**config.mk**
```make
export PLATFORM = sky130hd
export DESIGN_NAME = phs_front
export DESIGN_NICKNAME = d
export VERILOG_FILES = /design/src/rtl/packet_host_statistics_unit_assert.svh /design/src/rtl/phs_pkg.sv /design/src/rtl/phs_front.sv
export SDC_FILE = /design/constraint.sdc
export NUM_CORES = 1
export LEC_CHECK = 0
export ABC_AREA = 0
export BUFFER_PORTS_ARGS = -buffer_cell sky130_fd_sc_hd__buf_2
export CELL_PAD_IN_SITES_DETAIL_PLACEMENT = 2
export CELL_PAD_IN_SITES_GLOBAL_PLACEMENT = 2
export CORE_ASPECT_RATIO = 1.2
export CORE_MARGIN = 3
export CORE_UTILIZATION = 34
export CTS_CLUSTER_DIAMETER = 50
export DETAILED_ROUTE_END_ITERATION = 8
export PLACE_DENSITY = 0.85
export SYNTH_ARGS = -nofsm -noshare
export SYNTH_HDL_FRONTEND = slang
export SYNTH_SLANG_ARGS = --single-unit
```
**constraint.sdc**
```tcl
create_clock -name clk -period 13.1 [get_ports clk]
set_input_delay 1.31 -clock clk [delete_from_list [all_inputs] [get_ports clk]]
set_output_delay 1.31 -clock clk [all_outputs]
set_load 0.005 [all_outputs]
```
**src/rtl/packet_host_statistics_unit_assert.svh**
```systemverilog
// ----------------------------------------------------------------------------
// packet_host_statistics_unit_assert
// Assertion macros for the host statistics unit.
// ----------------------------------------------------------------------------
`ifndef PACKET_HOST_STATISTICS_UNIT_ASSERT_SVH
`define PACKET_HOST_STATISTICS_UNIT_ASSERT_SVH
// implication checked on every clock edge outside reset
`define PHS_ASSERT_IMP(label, clk_s, rst_s, ante, cons) \
  label: assert property (@(posedge clk_s) disable iff (!rst_s) (ante) |-> (cons)) \
    else $error("assertion failed");
// next-cycle implication
`define PHS_ASSERT_NEXT(label, clk_s, rst_s, ante, cons) \
  label: assert property (@(posedge clk_s) disable iff (!rst_s) (ante) |=> (cons)) \
    else $error("assertion failed");
`endif

```
**src/rtl/phs_pkg.sv**
```systemverilog
// ----------------------------------------------------------------------------
// phs_pkg
// Types, codes and constants shared by the host statistics unit.
// ----------------------------------------------------------------------------
package phs_pkg;

  localparam int HOST_ENTRIES_DEF = 64;
  localparam int PORT_ENTRIES_DEF = 64;
  localparam int QUEUE_DEPTH      = 2;
  localparam logic [7:0]  LEN_ADJ_RESET = 8'd16;
  localparam logic [15:0] KIND_IPV4     = 16'h0800;
  localparam logic [7:0]  PROTO_UDP     = 8'd17;

  typedef enum logic [2:0] {
    CMD_PACKET   = 3'd0,
    CMD_RD_SEND  = 3'd1,
    CMD_RD_RECV  = 3'd2,
    CMD_RD_SPORT = 3'd3,
    CMD_RD_DPORT = 3'd4
  } cmd_t;

  typedef struct packed {
    logic [2:0]  command;
    logic [15:0] frame_length;
    logic [47:0] time_us;
    logic [47:0] src_mac;
    logic [47:0] dst_mac;
    logic [15:0] ether_kind;
    logic [7:0]  ip_protocol;
    logic [31:0] ip_source;
    logic [31:0] ip_dest;
    logic [15:0] udp_source_port;
    logic [15:0] udp_dest_port;
    logic [5:0]  read_index;
  } in_word_t;

  typedef struct packed {
    logic [31:0] packet_total;
    logic [15:0] min_length;
    logic [15:0] max_length;
    logic [47:0] byte_total;
    logic [47:0] duration_us;
    logic        overflow;
    logic        entry_valid;
    logic [47:0] entry_mac;
    logic [31:0] entry_ip;
    logic [31:0] entry_packets;
    logic [15:0] entry_port;
  } out_word_t;

  // classified job handed from front to back
  typedef struct packed {
    logic        is_packet;
    logic        rd_send;
    logic        rd_recv;
    logic        rd_sport;
    logic        rd_dport;
    logic        is_ipv4;
    logic        is_udp;
    logic [15:0] adj_len;
    logic [47:0] time_us;
    logic [47:0] src_mac;
    logic [47:0] dst_mac;
    logic [31:0] ip_source;
    logic [31:0] ip_dest;
    logic [15:0] sport;
    logic [15:0] dport;
    logic [5:0]  read_index;
  } job_t;

  typedef enum logic [2:0] {
    ST_IDLE,
    ST_SEARCH,
    ST_UPDATE,
    ST_READ,
    ST_READ_WAIT,
    ST_OUT
  } bk_state_t;

endpackage

```
**src/rtl/phs_front.sv**
```systemverilog
// ----------------------------------------------------------------------------
// phs_front
// Accepts input words, decodes the command and computes the adjusted length.
// ----------------------------------------------------------------------------
module phs_front (
  input  logic              clk,
  input  logic              rst_n,
  input  logic              in_valid,
  output logic              in_stall,
  input  phs_pkg::in_word_t in_data,
  input  logic [7:0]        len_adj,
  output logic              job_valid,
  input  logic              job_ready,
  output phs_pkg::job_t     job
);
  import phs_pkg::*;

  localparam int PW = $clog2(QUEUE_DEPTH);

  job_t            q_r [QUEUE_DEPTH];
  logic [PW-1:0]   wp_r, wp_nxt, rp_r, rp_nxt;
  logic [PW:0]     cnt_r, cnt_nxt;
  job_t            cls;
  logic            push, pop;

  // classify the incoming word
  always_comb begin
    cls = '0;
    cls.is_packet  = (in_data.command == CMD_PACKET);
    cls.rd_send    = (in_data.command == CMD_RD_SEND);
    cls.rd_recv    = (in_data.command == CMD_RD_RECV);
    cls.rd_sport   = (in_data.command == CMD_RD_SPORT);
    cls.rd_dport   = (in_data.command == CMD_RD_DPORT);
    cls.is_ipv4    = (in_data.ether_kind == KIND_IPV4);
    cls.is_udp     = (in_data.ip_protocol == PROTO_UDP);
    cls.adj_len    = (in_data.frame_length > {8'd0, len_adj}) ?
                     in_data.frame_length - {8'd0, len_adj} : 16'd0;
    cls.time_us    = in_data.time_us;
    cls.src_mac    = in_data.src_mac;
    cls.dst_mac    = in_data.dst_mac;
    cls.ip_source  = in_data.ip_source;
    cls.ip_dest    = in_data.ip_dest;
    cls.sport      = in_data.udp_source_port;
    cls.dport      = in_data.udp_dest_port;
    cls.read_index = in_data.read_index;
  end

  assign in_stall  = (cnt_r == (PW+1)'(QUEUE_DEPTH));
  assign push      = in_valid && !in_stall;
  assign job_valid = (cnt_r != '0);
  assign pop       = job_valid && job_ready;
  assign job       = q_r[rp_r];

  // queue pointers
  always_comb begin
    wp_nxt  = push ? PW'((wp_r + 1'b1) % QUEUE_DEPTH) : wp_r;
    rp_nxt  = pop  ? PW'((rp_r + 1'b1) % QUEUE_DEPTH) : rp_r;
    cnt_nxt = cnt_r + (PW+1)'(push) - (PW+1)'(pop);
  end

  always_ff @(posedge clk) begin
    if (!rst_n) begin
      wp_r  <= '0;
      rp_r  <= '0;
      cnt_r <= '0;
    end else begin
      wp_r  <= wp_nxt;
      rp_r  <= rp_nxt;
      cnt_r <= cnt_nxt;
    end
  end

  always_ff @(posedge clk) begin
    if (push) q_r[wp_r] <= cls;
  end

endmodule

```
==> results.ini, run 1 <==
[cells_and_area]
fillers=5682
final_net_count=1895
stdcell_area_um2=26200
drive_gt1_share_pct=58.9
area_growth_pct=29.2

[critical_path]
crit_fanout=67
crit_type=flip-flop to primary output
cp.required_ns=11.79
endpoint_kind=primary output
cp.arrival_ns=3.91
start_kind=flip-flop

[power]
comb_power_share_pct=20.2
power_density_nw_per_um2=191
p_total_mw=5.00
leakage_nw=9.73
p_sw_mw=1.34
p_sw_share_pct=26.7
p_seq_share_pct=45.1
peakVddDrop_mv=0.112
p_clk_share_pct=34.7
p_int_mw=3.67

[logic_synthesis]
ys_seq_elements=543
synth_edf_count=538
yosysUniqueCellTypes=46
syn_area_um2=20300
synth_async_sr_flop_share_pct=0
ys_warn_count=0
ys.flop_type=edfxtp_1
synth_cells=971
yosysSeqAreaShare_pct=80.2
syn_nets=1283
syn_avg_cell_area_um2=20.9

[routing]
m1WireLength_um=19900
firstDrtPassIters=4
wl_per_cell_um=25.0
ant_nets=0
drt_iter0_drc=471
drc=0
wl_met2_um=35400
top_layer_used=met5
viasPerCell=4.68
drt-total-wl_um=61000
dr_wl_met3_um=3520
vias=11400

[place]
placed_area_um2=24100
port_buffers=571
place_hpwl_um=43500
gp_congestion=0.835

[global_route]
grt_start_max_net_pins=149
grt_first_pass_wirelength_um=87700
grt_pass1_vias=13100
grt_util_all_layers_pct=18.8
grt_overflow_total=0
antenna_found_initial=19

[floorplan]
die_w_um=229
die-area_um2=62600
ioPinCount=572
design.core.area_um2=58700
rows=97
die_height_um=274
start_util_pct=34.5

[clock_tree]
htreeDepth=2
cts_setup_buffers=0
cts_buffers=61
cts.reportedPaths.clkPinSlew_ns=0.06
tritoncts=done
hold_buffers=0
cts.sinks=543
cts_resized=0
clockBufferDepth=3
clk_latency_ns=0.61
cts-root-buf=clkbuf_16

[outcome]
status=finished, final reports clean

[timing]
slew_headroom_pct=29.0
slew_violations=0
rsz0062_at_grt=false
finalHoldViolations=0
worstMarginPinSlew_ns=1.07
fmax_ghz=0.192
tns_ns=0
fin_crit_sh_pct=39.8
fin_skew_ns=0.0230
setup_violations=0
fin_crit_ns=5.22

[run]
maxCapViolCount=0

[min_path]
hold_path.class=flip-flop to flip-flop

==> registers in the layout, indices dropped and copies added (netlist names), named ones only <==
register  cells
rp_r          1
wp_r          1
cnt_r         2
q_r         538
==> worst paths after layout <==
kind	end	cells after the start	slack [ns]	from
setup / recovery	job[95]	4	7.88	flip-flop
hold / removal	flip-flop	2	0.56	rp_r
setup reg to reg	q_r[0][67]	5	10.15	cnt_r[0]
hold reg to reg	flip-flop	2	0.56	rp_r
==> worst max-delay path, cell delays in order, from the launching register on <==
cell	delay, ns
dfxtp_4	0.94
buf_4	0.82
buf_4	0.79
mux2_2	0.43
buf_2	0.14
==> per-layer routing <==
metal	GRT usage [%]	up-vias
met5	0	-
met4	7.45	10
met3	4.82	120
met2	37.2	417
met1	18.5	5769
li1	-	5105
==> cell families (layout without fill, tap and decap cells) <==
group	after synthesis	count (layout)	synth area share, %
mux	270	270	15.0
flops	543	543	80.2
fa+ha+maj	11	11	0.716
simple gates	65	65	1.93
buf+inv	42	705	0.815
xor+xnor	7	7	0.302
compound gates	33	33	1.06
other cells	0	15	0
==> cell usage in the layout (no fill, tap or decap), types with 10 or more instances in the layout <==
cell       netlist  routed
clkbuf_16        0      63
mux2_2         270     270
diode_2          0      15
nor2_1          13      12
inv_1           11      11
buf_2            0     571
clkinv_2         0      11
edfxtp_1       538     538
ha_1            10      10
==> Yosys cell counts, types with 2 or more instances <==
cell        n  area (µm²)
a211oi_1    2        15.0
a21oi_1     9        45.0
and2_1      4        25.0
and3b_1     2        17.5
clkbuf_1   29         109
dfxtp_1     5         100
edfxtp_1  538       16200
ha_1       10         125
inv_1      11        41.3
mux2_2    270        3040
nand2_1     8        30.0
nand2b_1    3        18.8
nand3_1     2        10.0
nor2_1     13        48.8
nor2b_1     4        25.0
nor3_1      3        15.0
nor3b_1     4        30.0
nor4_1      4        25.0
nor4b_1     2        17.5
o211ai_1    4        30.0
o21a_1      2        15.0
o21ai_0     7        35.0
o31ai_1     2        15.0
or2_2       4        25.0
or3_1       2        12.5
or3_4       2        22.5
xnor2_1     5        43.8
xor2_1      2        17.5
==> power by group through the flow <==
stage	combinational [mW]	clock, mW	sequential, mW
2_1_floorplan	0.555	0	2.28
4_1_cts	1.04	1.78	2.26
3_5_place_dp	1.02	0	2.29
5_1_grt	1.09	1.85	2.27
6_report	1.01	1.74	2.26
3_3_place_gp	0.971	0	2.27
==> layout make-up <==
class / instances / area, µm² / area share (%)
sequential: 543 / 16300 / 62.1
multi-input combinational: 386 / 3870 / 14.8
timing repair buffer: 580 / 2940 / 11.2
clock buffer: 68 / 1600 / 6.09
tap: 792 / 991 / 3.78
clock inverter: 46 / 468 / 1.79
inverter: 11 / 41.3 / 0.158
antenna: 15 / 37.5 / 0.143
==> metrics by stage <==
step | hold slack (ns) | util, % | std cells | worst slack (ns)
2_1_floorplan | 0.504 | - | 971 | 4.22
4_1_cts | 0.554 | 44.5 | 2426 | 7.78
5_1_grt | 0.612 | 44.6 | 2440 | 7.60
3_5_place_dp | 0.539 | 41.0 | 2312 | 8.47
6_report | 0.557 | 44.6 | 2441 | 7.88
3_3_place_gp | 0.522 | 41.0 | 2312 | 8.61
(Power assumes the default switching activity.)
==> run 2, diff against run 1 <==
ABC_AREA = 1   (was 0)
CORE_UTILIZATION = 37   (was 34)
PLACE_DENSITY = 0.88   (was 0.85)
clock period = 5.2 ns   (was 13.1 ns; I/O delays follow)
==> run 2 against run 1 <==
Worst hold slack got worse by 0.44 ns. Sequential share of layout area decreased by 0.14 points. Utilization increased by 3.1 points. Final cell count decreased by 0.16%. Total power increased to 2.6 times the previous value. Cell area increased by 0.23%. Critical path depth decreased by 1. Highest routed layer unchanged. Worst setup slack got worse by 5.7 ns. First-iteration DRC count increased by 34%. Critical endpoint is now job[30]. Register-to-register slack got worse by 7.4 ns. Global-route usage increased by 2.2 points. Wire length increased by 3.4%.
==> results.ini, run 2 <==
[logic_synthesis]
synth_common_cells=edfxtp_1, mux2_2, nand2_1, inv_1, nor2_1
netlist.area_leader.share_pct=78.3  ; -1.3 points
synth_area_leaders=edfxtp_1, mux2_2, buf_6
ys_warn_count=0  ; unchanged
synth_edf_count=538  ; unchanged
synth_most_common_cell=edfxtp_1
synth_cells=1046  ; +7.7%
syn_avg_cell_area_um2=19.7  ; -5.6%
post-synth-top-area-cell=edfxtp_1
ys_seq_elements=543  ; unchanged
synth_async_sr_flop_share_pct=0  ; unchanged
syn_nets=1358  ; +5.8%
yosysSeqAreaShare_pct=78.8  ; -1.3 points
yosysUniqueCellTypes=30  ; -35%
ys.flop_type=edfxtp_1
syn_area_um2=20600  ; +1.7%

[clock_tree]
clk_latency_ns=0.59  ; -0.02 ns
hold_buffers=0  ; unchanged
cts.sinks=543  ; unchanged
cts-root-buf=clkbuf_16
cts.reportedPaths.clkPinSlew_ns=0.06  ; about the same
clockBufferDepth=3  ; unchanged
cts_setup_buffers=0  ; unchanged
tritoncts=done
cts_buffers=60  ; -1.6%
htreeDepth=2  ; unchanged
cts_resized=0  ; unchanged

[cells_and_area]
ff_latch_area_um2=16300  ; unchanged
multi_input_area_um2=3920  ; +1.4%
area_growth_pct=27.3
largest_reg_flops=538  ; unchanged
drive_gt1_share_pct=56.2  ; -2.7 points
top_register=q_r
final_core_utilization_pct=47.7  ; +3.1 points
layout_common_cells=buf_2, edfxtp_1, mux2_2, clkbuf_16, nand2_1
layout_commonest_cell=buf_2
reg_top3=q_r (538), cnt_r (2)
fillers=5189  ; -8.7%
final_net_count=1970  ; +4.0%

[timing]
slew_violations=0  ; unchanged
setup_violations=0  ; unchanged
slew_headroom_pct=45.7  ; +17 points
hold_slack_ns=0.114  ; -0.443 ns
tns_ns=0  ; unchanged
finalHoldViolations=0  ; unchanged
fin_ws_ns=2.14  ; -5.74 ns
worstMarginPinSlew_ns=0.813  ; -0.252 ns
fin_crit_ns=3.06
fin_skew_ns=0.0173  ; -0.00576 ns
rsz0062_at_grt=false
fin_crit_sh_pct=58.8
fmax_ghz=0.327

[routing]
drt_iter0_drc=633  ; +34%
ant_nets=0  ; unchanged
vias=11800  ; +3.3%
viasPerCell=4.84  ; +3.4%
drt-total-wl_um=63100  ; +3.4%
drc=0  ; unchanged
wl_per_cell_um=25.9  ; +3.5%
firstDrtPassIters=4  ; unchanged

[place]
gp_congestion=0.826  ; -1.0%
place_hpwl_um=45100  ; +3.6%
dp_slack_ns=2.56  ; -5.91 ns
port_buffers=571  ; unchanged

[global_route]
grt_start_max_net_pins=129  ; -13%
grt_overflow_total=0  ; unchanged
grt_first_pass_wirelength_um=92000  ; +4.9%
antenna_found_initial=21  ; +2
grt_pass1_vias=13600  ; +3.3%
grt_util_all_layers_pct=21.1  ; +2.2 points

[critical_path]
crit_type=flip-flop to primary output
slowest_stage=dfxtp_4
start_kind=flip-flop
cp.arrival_ns=2.54  ; -1.37 ns
worstReg2RegStart=cnt_r[1]
reg2reg_to=q_r[0][153]
endpoint_kind=primary output
cp.required_ns=4.68  ; -7.11 ns
path_buf_inv=2  ; -1
reg2reg_depth=4  ; -1
r2r_slack_ns=2.73  ; -7.42 ns
path_delay_family=buffers and inverters
slowest_delay_ns=0.70  ; -0.24 ns
worstPathCellList=buf_4, mux2_2, buf_2
crit_fanout=45  ; -33%

[floorplan]
ioPinCount=572  ; unchanged
die_w_um=222  ; -3.2%
die-area_um2=58600  ; -6.4%
start_util_pct=37.5  ; +2.9 points
die_height_um=265  ; -3.3%
design.core.area_um2=55000  ; -6.3%
rows=94  ; -3.1%

[min_path]
min-delay-start=in_data[15]
hold_path.class=input pin to flip-flop
hold_end=q_r[1][15]
worstHoldPathCells=1  ; -1

[run]
maxCapViolCount=0  ; unchanged

[power]
leakage_nw=9.96  ; +2.4%
power_density_nw_per_um2=487  ; +150%
peakVddDrop_mv=0.284  ; +160%
p_total_mw=12.8  ; +160%

[outcome]
status=finished, final reports clean

-- run 2: report_power, final --
part	switching, mW	internal [mW]	leakage [nW]
Combinational	1.48	1.24	3.94
Clock	1.73	2.50	0.949
Sequential	0.230	5.60	5.07
-- run 2: layout make-up --
class	instances	share of cell area (%)
Multi-Input combinational cell	429	14.9
Clock inverter	39	1.50
Clock buffer	73	5.99
Tap cell	720	3.43
Timing Repair Buffer	581	11.5
Inverter	43	0.634
Sequential cell	543	61.9
Antenna cell	9	0.0858
-- run 2: worst register-to-register path: stages (launching register included) --
cell and delay (ns):
dfxtp_1 0.31, inv_1 0.12, o21ai_1 0.22, nor2_4 0.70, buf_12 0.60
-- run 2: how the worst max path moves through the flow --
stage                         start          end  slack (ns)  cells after the start
after floorplan            in_valid    q_r[1][0]        0.02                      2
after global placement     in_valid  q_r[0][151]        2.67                      4
after detailed placement   in_valid  q_r[0][163]        2.56                      4
after CTS                 flip-flop     job[264]        2.08                      3
after global routing      flip-flop      job[30]        2.01                      3
final                     flip-flop      job[30]        2.14                      3
-- run 2: kinds of logic after synthesis --
group           Yosys count  synth area share (%)
flops                   543                  78.8
mux                     269                  14.7
simple gates            123                  2.76
buf+inv                  74                  2.23
compound gates           18                 0.449
fa+ha+maj                11                 0.704
xor+xnor                  8                 0.340
-- run 2: stage by stage --
step,instance area (µm²),std cells
after global placement,24300,2316
after CTS,26200,2428
after detailed placement,24300,2316
after floorplan,20600,1046
final,26300,2437
after global routing,26200,2433
-- run 2: layer usage --
layer	routed length (µm)	track usage (%)
met1	20700	20.9
met5	102	0
met3	4800	7.15
met2	35400	41.0
met4	2040	6.64
==> run 3, diff against run 2 <==
clock period = 2.94 ns   (was 5.2 ns; I/O delays follow)
==> run 3 against run 2 <==
First-iteration DRC count grew 37%. Clock power grew 81%. Final cell count grew 10%. Worst setup slack lost 1.9 ns. Register-to-register slack lost 1.8 ns. Highest routed layer is now met4. Largest cell class unchanged. Wire length grew 29%.
==> results.ini, run 3 (synthesis results as in run 2) <==
[floorplan]
rows=94  ; unchanged
die_height_um=265  ; unchanged
die-area_um2=58600  ; unchanged
die_w_um=222  ; unchanged
ioPinCount=572  ; unchanged
start_util_pct=37.5  ; unchanged
design.core.area_um2=55000  ; unchanged

[timing]
worstMarginPinSlew_ns=0.711  ; -0.102 ns
hold_slack_ns=0.0930  ; -0.0210 ns
fin_crit_ns=2.68
tns_ns=0  ; unchanged
fmax_ghz=0.374
fin_ws_ns=0.264  ; -1.88 ns
slew_violations=0  ; unchanged
fin_skew_ns=0.0405  ; +0.0233 ns
finalHoldViolations=0  ; unchanged
fin_crit_sh_pct=91.0
setup_violations=0  ; unchanged
slew_headroom_pct=52.6  ; +6.9 points
rsz0062_at_grt=false

[cells_and_area]
final_net_count=2228  ; +13%
drive_gt1_share_pct=49.2  ; -7.0 points
largest_reg_flops=538  ; unchanged
layout_common_cells=buf_2, edfxtp_1, mux2_2, dlygate4sd3_1, clkbuf_16
fillers=4977  ; -4.1%
final_core_utilization_pct=52.4  ; +4.7 points
reg_top3=q_r (538), cnt_r (2)
layout_commonest_cell=buf_2
area_growth_pct=39.8
top_register=q_r

[routing]
firstDrtPassIters=5  ; +1
vias=13300  ; +13%
viasPerCell=4.95  ; +2.2%
wl_per_cell_um=30.3  ; +17%
drt-total-wl_um=81300  ; +29%
drt_iter0_drc=870  ; +37%
ant_nets=0  ; unchanged
drc=0  ; unchanged

[power]
comb_power_share_pct=23.7  ; +2.4 points
power_density_nw_per_um2=820  ; +68%
p_sw_share_pct=28.6  ; +1.6 points
p_clk_share_pct=32.4  ; -0.7 points
leakage_nw=11.1  ; +11%
p_int_mw=16.9  ; +81%
peakVddDrop_mv=0.549  ; +93%
p_seq_share_pct=44.0  ; -1.6 points
p_sw_mw=6.75  ; +96%

[critical_path]
r2r_slack_ns=0.95  ; -1.78 ns
reg2reg_depth=9  ; +5
slowest_stage=buf_4
worstReg2RegStart=cnt_r[0]
path_buf_inv=2  ; unchanged
endpoint_kind=primary output
cp.arrival_ns=2.38  ; -0.16 ns
cp.required_ns=2.65  ; -2.03 ns
start_kind=flip-flop
worstPathCellList=buf_4, mux2_2, buf_2
reg2reg_to=cnt_r[1]
crit_fanout=47  ; +4.4%
crit_type=flip-flop to primary output
slowest_delay_ns=0.64  ; -0.06 ns
path_delay_family=buffers and inverters

[clock_tree]
tritoncts=done
cts_setup_buffers=0  ; unchanged
cts.sinks=543  ; unchanged
cts.reportedPaths.clkPinSlew_ns=0.06  ; about the same
cts-root-buf=clkbuf_16
cts_buffers=57  ; -5.0%
clockBufferDepth=3  ; unchanged
clk_latency_ns=0.61  ; +0.02 ns
htreeDepth=2  ; unchanged

[run]
maxCapViolCount=0  ; unchanged

[global_route]
grt_util_all_layers_pct=27.4  ; +6.3 points
grt_first_pass_wirelength_um=117000  ; +27%
grt_overflow_total=0  ; unchanged
grt_start_max_net_pins=99  ; -23%
grt_pass1_vias=15700  ; +16%
antenna_found_initial=5  ; -76%

[place]
port_buffers=571  ; unchanged
dp_slack_ns=0.841  ; -1.72 ns
place_hpwl_um=46300  ; +2.6%
gp_congestion=0.811  ; -1.8%

[min_path]
min-delay-start=in_data[286]
hold_end=q_r[1][264]
worstHoldPathCells=2  ; +1
hold_path.class=input pin to flip-flop

[outcome]
status=finished, final reports clean

-- run 3: cell types whose count changed in the layout (fill, tap and decap cells not counted), moves of 3 or more --
cell,change
buf_12,+4
buf_4,+8
clkinv_2,-6
clkinvlp_4,-3
diode_2,-4
dlygate4sd3_1,+249
-- run 3: per-stage QoR --
stage / instance area [µm²] / power (mW) / cells
2_1_floorplan: 20600 / 13.1 / 1046
3_3_place_gp: 24400 / 15.1 / 2328
3_5_place_dp: 24400 / 15.5 / 2328
4_1_cts: 28800 / 23.3 / 2678
5_1_grt: 28800 / 24.5 / 2683
6_report: 28800 / 23.6 / 2683
-- run 3: worst max path at each step --
stage / from / to / cells after the start
floorplan: cnt_r[1] / q_r[1][0] / 3
global placement: in_data[270] / q_r[0][253] / 11
detailed placement: in_data[270] / q_r[0][254] / 11
CTS: flip-flop / job[12] / 3
global route: flip-flop / job[189] / 3
finish: flip-flop / job[189] / 3
-- run 3: timing repair --
| item | in CTS | in global routing |
|---|---|---|
| resized for setup | 0 | 0 |
| endpoints found under the hold margin | 497 | 0 |
| hold buffers | 249 | 0 |
-- run 3: layout make-up --
cell class                 count  area (µm²)  share of cell area, %
inverter                      43         166                  0.577
antenna                        5        12.5                 0.0434
tap                          720         901                   3.12
timing repair buffer         842        5650                   19.6
clock buffer                  73        1530                   5.30
clock inverter                28         374                   1.30
multi-input combinational    429        3930                   13.6
sequential                   543       16300                   56.4
-- run 3: power by group through the flow --
stage	combinational (mW)	clock, mW	sequential (mW)
5_1_grt	5.93	8.11	10.5
6_report	5.59	7.64	10.4
3_5_place_dp	5.08	0	10.4
4_1_cts	5.44	7.59	10.3
2_1_floorplan	2.73	0	10.3
3_3_place_gp	4.81	0	10.2
-- run 3: metal layers --
layer | vias up | part of all wire, % | wire [µm] | global-route usage, %
met4 | 0 | 4.6 | 3710 | 11.7
met5 | - | 0 | 0 | 0
met3 | 169 | 5.0 | 4040 | 5.65
met2 | 534 | 55 | 45100 | 52.5
li1 | 5762 | - | - | -
met1 | 6803 | 35 | 28500 | 29.0
